### src/design/sae_pkg.sv
`timescale 1ns / 1ps
`default_nettype none
// ----------------------------------------------------------------------------
// Suffix automaton engine package
// Shared sizes, command codes, sequencer steps and status bundle.
// ----------------------------------------------------------------------------
package sae_pkg;

    // Block sizes.
    localparam int MAX_TEXT  = 256;
    localparam int CHAR_BITS = 8;
    localparam int POS_BITS  = 16;

    // Derived sizes.
    localparam int STATE_CAP = 2 * MAX_TEXT;
    localparam int ST_BITS   = $clog2(STATE_CAP);
    localparam int LINK_BITS = ST_BITS + 1;
    localparam int LEN_BITS  = $clog2(MAX_TEXT + 1);
    localparam int TR_ABITS  = ST_BITS + CHAR_BITS;
    localparam logic [LINK_BITS-1:0] LINK_NONE = LINK_BITS'(STATE_CAP);
    localparam logic [POS_BITS-1:0]  POS_MAX   = '1;

    // Payload field widths.
    localparam int CMD_W   = 3;
    localparam int SYM_W   = 8;
    localparam int BLEN_W  = 9;
    localparam int BEND_W  = 16;
    localparam int DCNT_W  = 16;
    localparam int SDATA_W = 16;
    localparam int MDATA_W = 48;

    // Command codes.
    typedef enum logic [CMD_W-1:0] {
        CMD_CLEAR   = 3'd0,
        CMD_APPEND  = 3'd1,
        CMD_CONTAIN = 3'd2,
        CMD_LCS     = 3'd3,
        CMD_COUNT   = 3'd4
    } t_cmd;

    // Sequencer steps, one-hot.
    localparam int STEP_W = 28;
    typedef enum logic [STEP_W-1:0] {
        ST_CLR  = 28'd1 << 0,
        ST_IDLE = 28'd1 << 1,
        ST_DISP = 28'd1 << 2,
        ST_A0   = 28'd1 << 3,
        ST_A1   = 28'd1 << 4,
        ST_W    = 28'd1 << 5,
        ST_W1   = 28'd1 << 6,
        ST_W2   = 28'd1 << 7,
        ST_W3   = 28'd1 << 8,
        ST_C0   = 28'd1 << 9,
        ST_CPR  = 28'd1 << 10,
        ST_CPW  = 28'd1 << 11,
        ST_R    = 28'd1 << 12,
        ST_R1   = 28'd1 << 13,
        ST_F2A  = 28'd1 << 14,
        ST_F2B  = 28'd1 << 15,
        ST_FIN  = 28'd1 << 16,
        ST_Q1   = 28'd1 << 17,
        ST_Q2   = 28'd1 << 18,
        ST_L1   = 28'd1 << 19,
        ST_L2   = 28'd1 << 20,
        ST_LW   = 28'd1 << 21,
        ST_LW1  = 28'd1 << 22,
        ST_LEND = 28'd1 << 23,
        ST_D1   = 28'd1 << 24,
        ST_D2   = 28'd1 << 25,
        ST_D3   = 28'd1 << 26,
        ST_RES  = 28'd1 << 27
    } t_step;

    // Datapath status seen by the controller.
    typedef struct packed {
        t_cmd cmd;
        logic full;
        logic alive;
        logic p_none;
        logic tr_zero;
        logic tr_is_q;
        logic len_match;
        logic copy_last;
        logic clr_last;
        logic idx_done;
        logic out_free;
    } t_status;

endpackage
`default_nettype wire

### src/design/sae_ctrl.sv
`timescale 1ns / 1ps
`default_nettype none
// ----------------------------------------------------------------------------
// Suffix automaton engine controller
// Sequences each request through memory access steps of the datapath.
// ----------------------------------------------------------------------------
module sae_ctrl
    import sae_pkg::*;
(
    input  wire logic    i_clk,
    input  wire logic    i_rst_n,
    input  wire logic    i_in_valid,
    input  wire t_status i_status,
    output t_step        o_step
);

    t_step r_step, n_step;
    logic  r_clr_rsp, n_clr_rsp;

    // Next step selection.
    always_comb begin
        n_step    = r_step;
        n_clr_rsp = r_clr_rsp;
        unique case (r_step)
            ST_CLR: begin
                if (i_status.clr_last) begin
                    n_step = r_clr_rsp ? ST_RES : ST_IDLE;
                end
            end
            ST_IDLE: begin
                if (i_in_valid) begin
                    n_step = ST_DISP;
                end
            end
            ST_DISP: begin
                unique case (i_status.cmd)
                    CMD_CLEAR: begin
                        n_step    = ST_CLR;
                        n_clr_rsp = 1'b1;
                    end
                    CMD_APPEND:  n_step = i_status.full ? ST_RES : ST_A0;
                    CMD_CONTAIN: n_step = ST_Q1;
                    CMD_LCS:     n_step = ST_L1;
                    CMD_COUNT:   n_step = ST_D1;
                    default:     n_step = ST_RES;
                endcase
            end
            ST_A0:  n_step = ST_A1;
            ST_A1:  n_step = ST_W;
            ST_W:   n_step = i_status.p_none ? ST_FIN : ST_W1;
            ST_W1:  n_step = i_status.tr_zero ? ST_W : ST_W2;
            ST_W2:  n_step = ST_W3;
            ST_W3:  n_step = i_status.len_match ? ST_FIN : ST_C0;
            ST_C0:  n_step = ST_CPR;
            ST_CPR: n_step = ST_CPW;
            ST_CPW: n_step = i_status.copy_last ? ST_R : ST_CPR;
            ST_R:   n_step = i_status.p_none ? ST_F2A : ST_R1;
            ST_R1:  n_step = i_status.tr_is_q ? ST_R : ST_F2A;
            ST_F2A: n_step = ST_F2B;
            ST_F2B: n_step = ST_FIN;
            ST_FIN: n_step = ST_RES;
            ST_Q1:  n_step = i_status.alive ? ST_Q2 : ST_RES;
            ST_Q2:  n_step = ST_RES;
            ST_L1:  n_step = ST_L2;
            ST_L2:  n_step = i_status.tr_zero ? ST_LW : ST_LEND;
            ST_LW:  n_step = i_status.p_none ? ST_LEND : ST_LW1;
            ST_LW1: n_step = i_status.tr_zero ? ST_LW : ST_LEND;
            ST_LEND: n_step = ST_RES;
            ST_D1:  n_step = i_status.idx_done ? ST_RES : ST_D2;
            ST_D2:  n_step = ST_D3;
            ST_D3:  n_step = ST_D1;
            ST_RES: begin
                if (i_status.out_free) begin
                    n_step    = ST_IDLE;
                    n_clr_rsp = 1'b0;
                end
            end
            default: n_step = ST_CLR;
        endcase
    end

    // Step register; reset starts the clearing pass.
    always_ff @(posedge i_clk) begin
        if (!i_rst_n) begin
            r_step    <= ST_CLR;
            r_clr_rsp <= 1'b0;
        end else begin
            r_step    <= n_step;
            r_clr_rsp <= n_clr_rsp;
        end
    end

    assign o_step = r_step;

    // A clone copy loop never ends without reaching its last symbol.
    a_copy_exit: assert property (@(posedge i_clk) disable iff (!i_rst_n)
        (r_step == ST_CPW && !i_status.copy_last) |=> (r_step == ST_CPR))
        else $error("copy loop left early");

    // A clearing pass only ends in a response when a clear request started it.
    a_clr_res: assert property (@(posedge i_clk) disable iff (!i_rst_n)
        (r_step == ST_CLR && n_step == ST_RES) |-> r_clr_rsp)
        else $error("clear response without a clear request");

    // Every request leaves idle through dispatch.
    a_disp: assert property (@(posedge i_clk) disable iff (!i_rst_n)
        (r_step == ST_IDLE && i_in_valid) |=> (r_step == ST_DISP))
        else $error("accepted request not dispatched");

endmodule
`default_nettype wire

### config.mk
export PLATFORM = sky130hd
export DESIGN_NAME = sae_ctrl
export DESIGN_NICKNAME = d
export VERILOG_FILES = /design/src/design/sae_pkg.sv /design/src/design/sae_ctrl.sv
export SDC_FILE = /design/constraint.sdc
export NUM_CORES = 1
export LEC_CHECK = 0
export ABC_CLOCK_PERIOD_IN_PS = 3200
export BUFFER_PORTS_ARGS = -buffer_cell sky130_fd_sc_hd__buf_2
export CAP_MARGIN = 20
export CORE_ASPECT_RATIO = 1.75
export CORE_MARGIN = 4
export CORE_UTILIZATION = 45
export CTS_CLUSTER_SIZE = 40
export DETAILED_ROUTE_END_ITERATION = 6
export HOLD_SLACK_MARGIN = 0.05
export PLACE_DENSITY = 0.73
export SYNTH_ARGS = -nofsm -noshare
export SYNTH_HDL_FRONTEND = slang
export SYNTH_SLANG_ARGS = --single-unit
### constraint.sdc
create_clock -name i_clk -period 3.2 [get_ports i_clk]
set_input_delay 0 -clock i_clk [delete_from_list [all_inputs] [get_ports i_clk]]
set_output_delay 0 -clock i_clk [all_outputs]
set_load 0.02 [all_outputs]
==> summary.md, run 1 <==
• i_rst_n — hold path startpoint
• 0% — fraction of registers with async set or reset after synthesis
• 0 — final number of hold-violating endpoints
• 32.9% — fraction of synthesized cell area taken by the top area cell type
• 0 — final count of pins violating max slew
• 215 — synthesized netlist cell count
• 2180 um^2 — final design area excluding fillers
• false — setup repair after global routing missed its margin
• o_step[18] — Hold Path End
• 0 — post-detailed-route count of antenna-violating nets
• 1800 — total number of vias
• 42.0% — max_slew headroom
• 29 x sky130_fd_sc_hd__dfxtp_1, 17 x sky130_fd_sc_hd__nor3_1, 14 x sky130_fd_sc_hd__nand2_1, 14 x sky130_fd_sc_hd__nor4_1, 13 x sky130_fd_sc_hd__nor2_1 — most frequent cells after synthesis
• 0.961 nW — Leak
• 32.9% — Seq/Total Area, Yosys
• o_step[12] — Reg2Reg Launch Point
• 1 — total buffers and inverters traversed by the critical path
• 8.21 um^2 — post-synthesis average cell area
• 0 — maximum capacitance violations
• 0 — setup fix buffers added after clock tree synthesis
• 51 — distinct cell type count of the synthesized netlist
• 3 — worst hold path depth
• 2.75 ns — final critical path time including I/O delays and setup
• 44 — I/O pin total
• 403 nW/um^2 — areal power density over the cells
• 0.45 ns — flop2flop setup slack
• 0 — total congestion overflow
• sky130_fd_sc_hd__dlygate4sd3_1 — Slowest cell on crit path
• sky130_fd_sc_hd__clkbuf_8 — root buffer cell
• input pin to flop — Hold Path Class
• flop to flop — startpoint-to-endpoint class of the critical path
• 0 — total of endpoints with negative setup slack in the final report
• 2.98 ns — WP data arrival
• 55.3 um — die boundary width
• 7 — number of cells on the worst reg-to-reg path
• 10 — critical path peak fanout
• 3.62 mm — estimated wirelength of the detail-placed design
• o_step[17] — endpoint of the worst-slack reg-to-reg timing path
• done — TritonCTS clock tree
• 0.317 mV — worst voltage drop across the vdd grid
• 5.81 — routed via count divided by cell count
• 0 — count of flip-flops with a built-in enable after synthesis
• 231 — net count after synthesis
• 29 — Row Count
• 4.68 mm — final WL
• flop — Critical Path End Type
• 15.1 um — average routed wire per standard cell
• 5 — number of buffers created by CTS
• 0.0578 ns — worst slack on hold paths
• 29 — Sinks on Clock Net
• 0 — drt drc
• 0 — number of diodes
• flop — kind of launch point of the worst setup path
• 0.862 ns — actual slew at the worst max-slew pin
• 14 — largest net degree at the start of global routing
• 23.5% — growth of design area from synthesis to finish
• 0.879 mW — total design power
• 25.0% — fraction of final layout cells with drive strength greater than 1
• simple AND/OR/NAND/NOR gates — top cell family by delay on the critical path
• 1980 um^2 — post-placement cell area
• 58.9% — post-layout utilization of the core
• 279 — post-layout net count
• sky130_fd_sc_hd__dfxtp_1 33%, sky130_fd_sc_hd__nor4_1 5.0%, sky130_fd_sc_hd__nor3_1 4.8% — Area contributors post-synth
• 2 — maximum count of clock buffers along a single path
• sky130_fd_sc_hd__dfxtp_1 — flip-flop cell with the highest count after synthesis
• nor4_4 -> nand3_2 -> or3_1 -> nor4b_2 -> nand2_1 -> nor2_1 -> dlygate4sd3_1 — ordered cell list for the critical path
• 1691 — number of global-route vias before repair
• 90.9 um — Die Y
• sky130_fd_sc_hd__dfxtp_1 — most frequent cell after synthesis
• 19.1% — total routing usage reported by global routing
• 43 — Port Buffers
• 53 — initial drt markers
• 0 ns — Post-Route Setup TNS
• 0.55 ns — Largest stage delay, worst path
• 0.00516 ns — Worst Skew
• 3.42 ns — Crit path required time
• 4 — DR pass1 iterations
• 86.0% — share of the clock period used by the worst path after layout
• 47.7% — initial standard-cell utilization of the core
• 0 — initial antenna violation count
• 5030 um^2 — area enclosed by the die boundary
• 3700 um^2 — Core Area
• 0.06 ns — clock transition at the registers of the reported paths
• 0.935 — Placer Congestion
• 0 — count of synthesis-stage warnings from yosys
• 363 MHz — fmax
• 7.76 mm — wire length of the first global-routing pass
• 1770 um^2 — area of the mapped netlist
• 0.28 ns — clock latency at the later pin of the worst-skew pair
• sky130_fd_sc_hd__dfxtp_1 — library cell with the largest summed area after synthesis
• 29 — flip-flop and latch count after synthesis
• completed — run status
• 2 — H-tree lvl count
==> per-stage QoR <==
step                      instances  setup slack [ns]
final                           310             0.448
after global routing            310             0.259
after CTS                       310             0.466
after detailed placement        292             0.605
after global placement          292             0.705
after floorplan                 215             0.881
==> power by group <==
part           internal [mW]  leakage [nW]  total, mW  switching, mW
logic                 0.0688         0.672      0.166         0.0976
clock network          0.194        0.0542      0.329          0.135
registers              0.368         0.234      0.383         0.0151
total                  0.631         0.961      0.879          0.248
==> timing repair <==
item | in CTS | in global routing
resized for setup | 0 | 0
hold buffers | 10 | 0
endpoints found under the hold margin | 12 | 0
==> flip-flops by register name, summed over array words and instances, names as in the netlist <==
register   count
r_clr_rsp      1
o_step        28
==> cells in the final DEF, fill, tap and decap left out, types with 2 or more instances in the layout <==
master,count
sky130_fd_sc_hd__a31oi_1,2
sky130_fd_sc_hd__or4b_2,3
sky130_fd_sc_hd__clkbuf_8,7
sky130_fd_sc_hd__nor2_1,13
sky130_fd_sc_hd__xnor2_1,3
sky130_fd_sc_hd__nor4b_1,6
sky130_fd_sc_hd__buf_4,2
sky130_fd_sc_hd__nor3b_1,2
sky130_fd_sc_hd__buf_2,43
sky130_fd_sc_hd__nand3_1,11
sky130_fd_sc_hd__dlygate4sd3_1,10
sky130_fd_sc_hd__nor4_1,14
sky130_fd_sc_hd__nor3_1,17
sky130_fd_sc_hd__xor2_1,7
sky130_fd_sc_hd__a2111oi_0,2
sky130_fd_sc_hd__a21oi_1,6
sky130_fd_sc_hd__nor2b_1,5
sky130_fd_sc_hd__a311oi_1,2
sky130_fd_sc_hd__o21a_1,2
sky130_fd_sc_hd__inv_1,7
sky130_fd_sc_hd__dfxtp_1,29
sky130_fd_sc_hd__nand2_1,14
sky130_fd_sc_hd__and3_1,6
sky130_fd_sc_hd__or4_1,4
sky130_fd_sc_hd__nor4_4,2
sky130_fd_sc_hd__nand4_1,3
sky130_fd_sc_hd__o21ai_0,9
sky130_fd_sc_hd__or3_1,6
sky130_fd_sc_hd__nand3b_1,4
==> final cells by class <==
class                           instances  area (um^2)
Clock buffer                            7         96.3
Clock inverter                          1         5.00
Fill cell                             387         1520
Inverter                                7         26.3
Multi-Input combinational cell        165         1080
Sequential cell                        29          581
Tap cell                               46         57.6
Timing Repair Buffer                   55          330
==> worst max path at each step <==
stage,startpoint,end,depth (start not counted)
6_report,o_step[12],o_step[17],7
2_1_floorplan,o_step[4],o_step[11],8
3_3_place_gp,o_step[12],o_step[11],7
3_5_place_dp,o_step[12],o_step[11],7
5_1_grt,o_step[12],o_step[17],7
4_1_cts,o_step[12],o_step[17],7
==> worst reg2reg max path: stages, from the launching register on <==
cell and delay [ns]:
sky130_fd_sc_hd__dfxtp_1 0.38, sky130_fd_sc_hd__nor4_4 0.43, sky130_fd_sc_hd__nand3_2 0.25, sky130_fd_sc_hd__or3_1 0.54, sky130_fd_sc_hd__nor4b_2 0.36, sky130_fd_sc_hd__nand2_1 0.09
sky130_fd_sc_hd__nor2_1 0.08, sky130_fd_sc_hd__dlygate4sd3_1 0.55
==> per-layer routing <==
metal / wire length (um) / GRT usage [%]
met3: 183 / 3.86
met5: 0 / 0
met2: 2540 / 35.1
met1: 1800 / 20.0
met4: 159 / 9.33
==> cells by family (layout without fill, tap and decap cells) <==
kind of cell | count (synthesis) | count (layout) | share of synthesized area (%)
buf+inv | 21 | 70 | 5.74
mux | 1 | 1 | 0.638
flops | 29 | 29 | 32.9
simple gates | 123 | 123 | 44.3
compound gates | 31 | 31 | 11.5
xor+xnor | 10 | 10 | 4.96
Power figures use the tool's default switching activity.
==> run 2: changes to the inputs <==
Settings changed: BUFFER_PORTS_ARGS -buffer_cell sky130_fd_sc_hd__buf_2 to -buffer_cell sky130_fd_sc_hd__buf_4.
==> summary.md, run 2 (synthesis gave the netlist of run 1 again) <==
• completed — run status
• 0 — maximum capacitance violations
• 2.89 ns — final critical path time including I/O delays and setup
• flop — Critical Path End Type
• 3.55 mm — estimated wirelength of the detail-placed design
• 5 — number of buffers created by CTS
• 5030 um^2 — area enclosed by the die boundary
• false — setup repair after global routing missed its margin
• 2 — maximum count of clock buffers along a single path
• 37 — initial drt markers
• 0.309 ns — worst path setup slack after routing
• i_status[2] — hold path startpoint
• 24.1% — fraction of final layout cells with drive strength greater than 1
• 0.940 ns — actual slew at the worst max-slew pin
• sky130_fd_sc_hd__buf_4 — most common library cell in the layout ignoring fill and taps
• 0.635 ns — Place WS
• nor4_2 -> nand3_2 -> or3_1 -> a2111oi_1 -> a311oi_1 -> o21ai_2 -> dlygate4sd3_1 — ordered cell list for the critical path
• 10 — critical path peak fanout
• sky130_fd_sc_hd__clkbuf_8 — root buffer cell
• met2 — layer with the highest usage
• sky130_fd_sc_hd__dlygate4sd3_1 — Slowest cell on crit path
• 30.9% — growth of design area from synthesis to finish
• 29 — Row Count
• 28 — flip-flop count of the largest register after layout
• 14 — largest net degree at the start of global routing
• simple AND/OR/NAND/NOR gates — top cell family by delay on the critical path
• 5.86 — routed via count divided by cell count
• 1 — total buffers and inverters traversed by the critical path
• 0.55 ns — Largest stage delay, worst path
• 20.9% — met1 global-route usage
• 0 — final number of hold-violating endpoints
• 5.01% — met3 usage
• 29 — Sinks on Clock Net
• 34.8% — global routing met2 resource utilization
• 0.979 nW — Leak
• 0.00263 ns — Worst Skew
• done — TritonCTS clock tree
• 7 — Stages on worst setup path
• 7.95 mm — wire length of the first global-routing pass
• 1712 — number of global-route vias before repair
• 4.82 mm — final WL
• 1828 — total number of vias
• 44 — I/O pin total
• 4 — DR pass1 iterations
• 0 — total of endpoints with negative setup slack in the final report
• 0 — setup fix buffers added after clock tree synthesis
• 0 — initial antenna violation count
• 346 MHz — fmax
• 0 — post-detailed-route count of antenna-violating nets
• 0 — number of diodes
• o_step[1] — Hold Path End
• 55.3 um — die boundary width
• 0 ns — Post-Route Setup TNS
• 62.4% — post-layout utilization of the core
• 375 nW/um^2 — areal power density over the cells
• 0.894 — Placer Congestion
• 90.3% — share of the clock period used by the worst path after layout
• 19.7% — total routing usage reported by global routing
• 282 — post-layout net count
• o_step[27] — endpoint of the worst-slack reg-to-reg timing path
• 44 x sky130_fd_sc_hd__buf_4, 29 x sky130_fd_sc_hd__dfxtp_1, 17 x sky130_fd_sc_hd__nor3_1 — commonest non-fill, non-tap cells in the layout
• 36.7% — max_slew headroom
• 0.28 ns — clock latency at the later pin of the worst-skew pair
• flop to flop — startpoint-to-endpoint class of the critical path
• 0.06 ns — clock transition at the registers of the reported paths
• o_step[24] — Reg2Reg Launch Point
• 2 — H-tree lvl count
• 0.320 mV — worst voltage drop across the vdd grid
• 90.9 um — Die Y
• 7 — number of cells on the worst reg-to-reg path
• 3700 um^2 — Core Area
• 3 — worst hold path depth
• input pin to flop — Hold Path Class
• 3.11 ns — WP data arrival
• 47.7% — initial standard-cell utilization of the core
• 3.42 ns — Crit path required time
• 15.4 um — average routed wire per standard cell
• 0 — total congestion overflow
• 0.31 ns — flop2flop setup slack
• flop — kind of launch point of the worst setup path
• 0 — drt drc
• 0 — final count of pins violating max slew
• 43 — Port Buffers
-- run 2: cell count changes in the layout (fill, tap and decap cells not counted) --
| cell | delta |
|---|---|
| sky130_fd_sc_hd__nand3_1 | -1 |
| sky130_fd_sc_hd__nand3_2 | +1 |
| sky130_fd_sc_hd__clkbuf_8 | -1 |
| sky130_fd_sc_hd__a2111oi_1 | +1 |
| sky130_fd_sc_hd__buf_2 | -43 |
| sky130_fd_sc_hd__a2111oi_0 | -1 |
| sky130_fd_sc_hd__clkinv_2 | -1 |
| sky130_fd_sc_hd__dlygate4sd3_1 | +4 |
| sky130_fd_sc_hd__buf_4 | +42 |
| sky130_fd_sc_hd__clkbuf_1 | +1 |
-- run 2: final cells by class --
class	instances	area [um^2]
Clock buffer	7	86.3
Inverter	7	26.3
Fill cell	359	1390
Timing Repair Buffer	58	470
Sequential cell	29	581
Tap cell	46	57.6
Multi-Input combinational cell	165	1090
-- run 2: worst max-delay path by stage --
stage	start	to
2_1_floorplan	o_step[4]	o_step[11]
3_3_place_gp	o_step[24]	o_step[15]
3_5_place_dp	o_step[24]	o_step[5]
4_1_cts	o_step[21]	o_step[27]
5_1_grt	o_step[24]	o_step[27]
6_report	o_step[24]	o_step[27]
-- run 2: repair_timing --
item,4_1_cts,5_1_grt
endpoints found under the setup margin,0,1
resized for setup,0,2
hold endpoints to repair,15,0
hold buffers,14,0
-- run 2: power by group --
group	internal, mW	leakage (nW)	switching, mW
Combinational	0.0793	0.701	0.0991
Sequential	0.368	0.234	0.0165
Clock	0.170	0.0443	0.133
Total	0.618	0.979	0.249
-- run 2: per-layer routing --
layer,part of all wire (%),wire [um]
met1,39,1860
met4,3.3,158
met3,4.4,210
met5,0,0
met2,54,2590
-- run 2: worst register-to-register path, stage by stage, from the launching register on --
cell	delay (ns)
sky130_fd_sc_hd__dfxtp_1	0.38
sky130_fd_sc_hd__nor4_2	0.44
sky130_fd_sc_hd__nand3_2	0.28
sky130_fd_sc_hd__or3_1	0.54
sky130_fd_sc_hd__a2111oi_1	0.42
sky130_fd_sc_hd__a311oi_1	0.10
sky130_fd_sc_hd__o21ai_2	0.12
sky130_fd_sc_hd__dlygate4sd3_1	0.55
-- run 2: through the flow --
stage               total power, mW  cells  instance area [um^2]  hold slack [ns]
floorplan                     0.507    215                  1770           0.0715
global placement              0.558    291                  2080            0.196
detailed placement            0.558    291                  2080            0.198
CTS                           0.871    312                  2300           0.0515
global route                  0.907    312                  2310           0.0529
finish                        0.866    312                  2310           0.0469
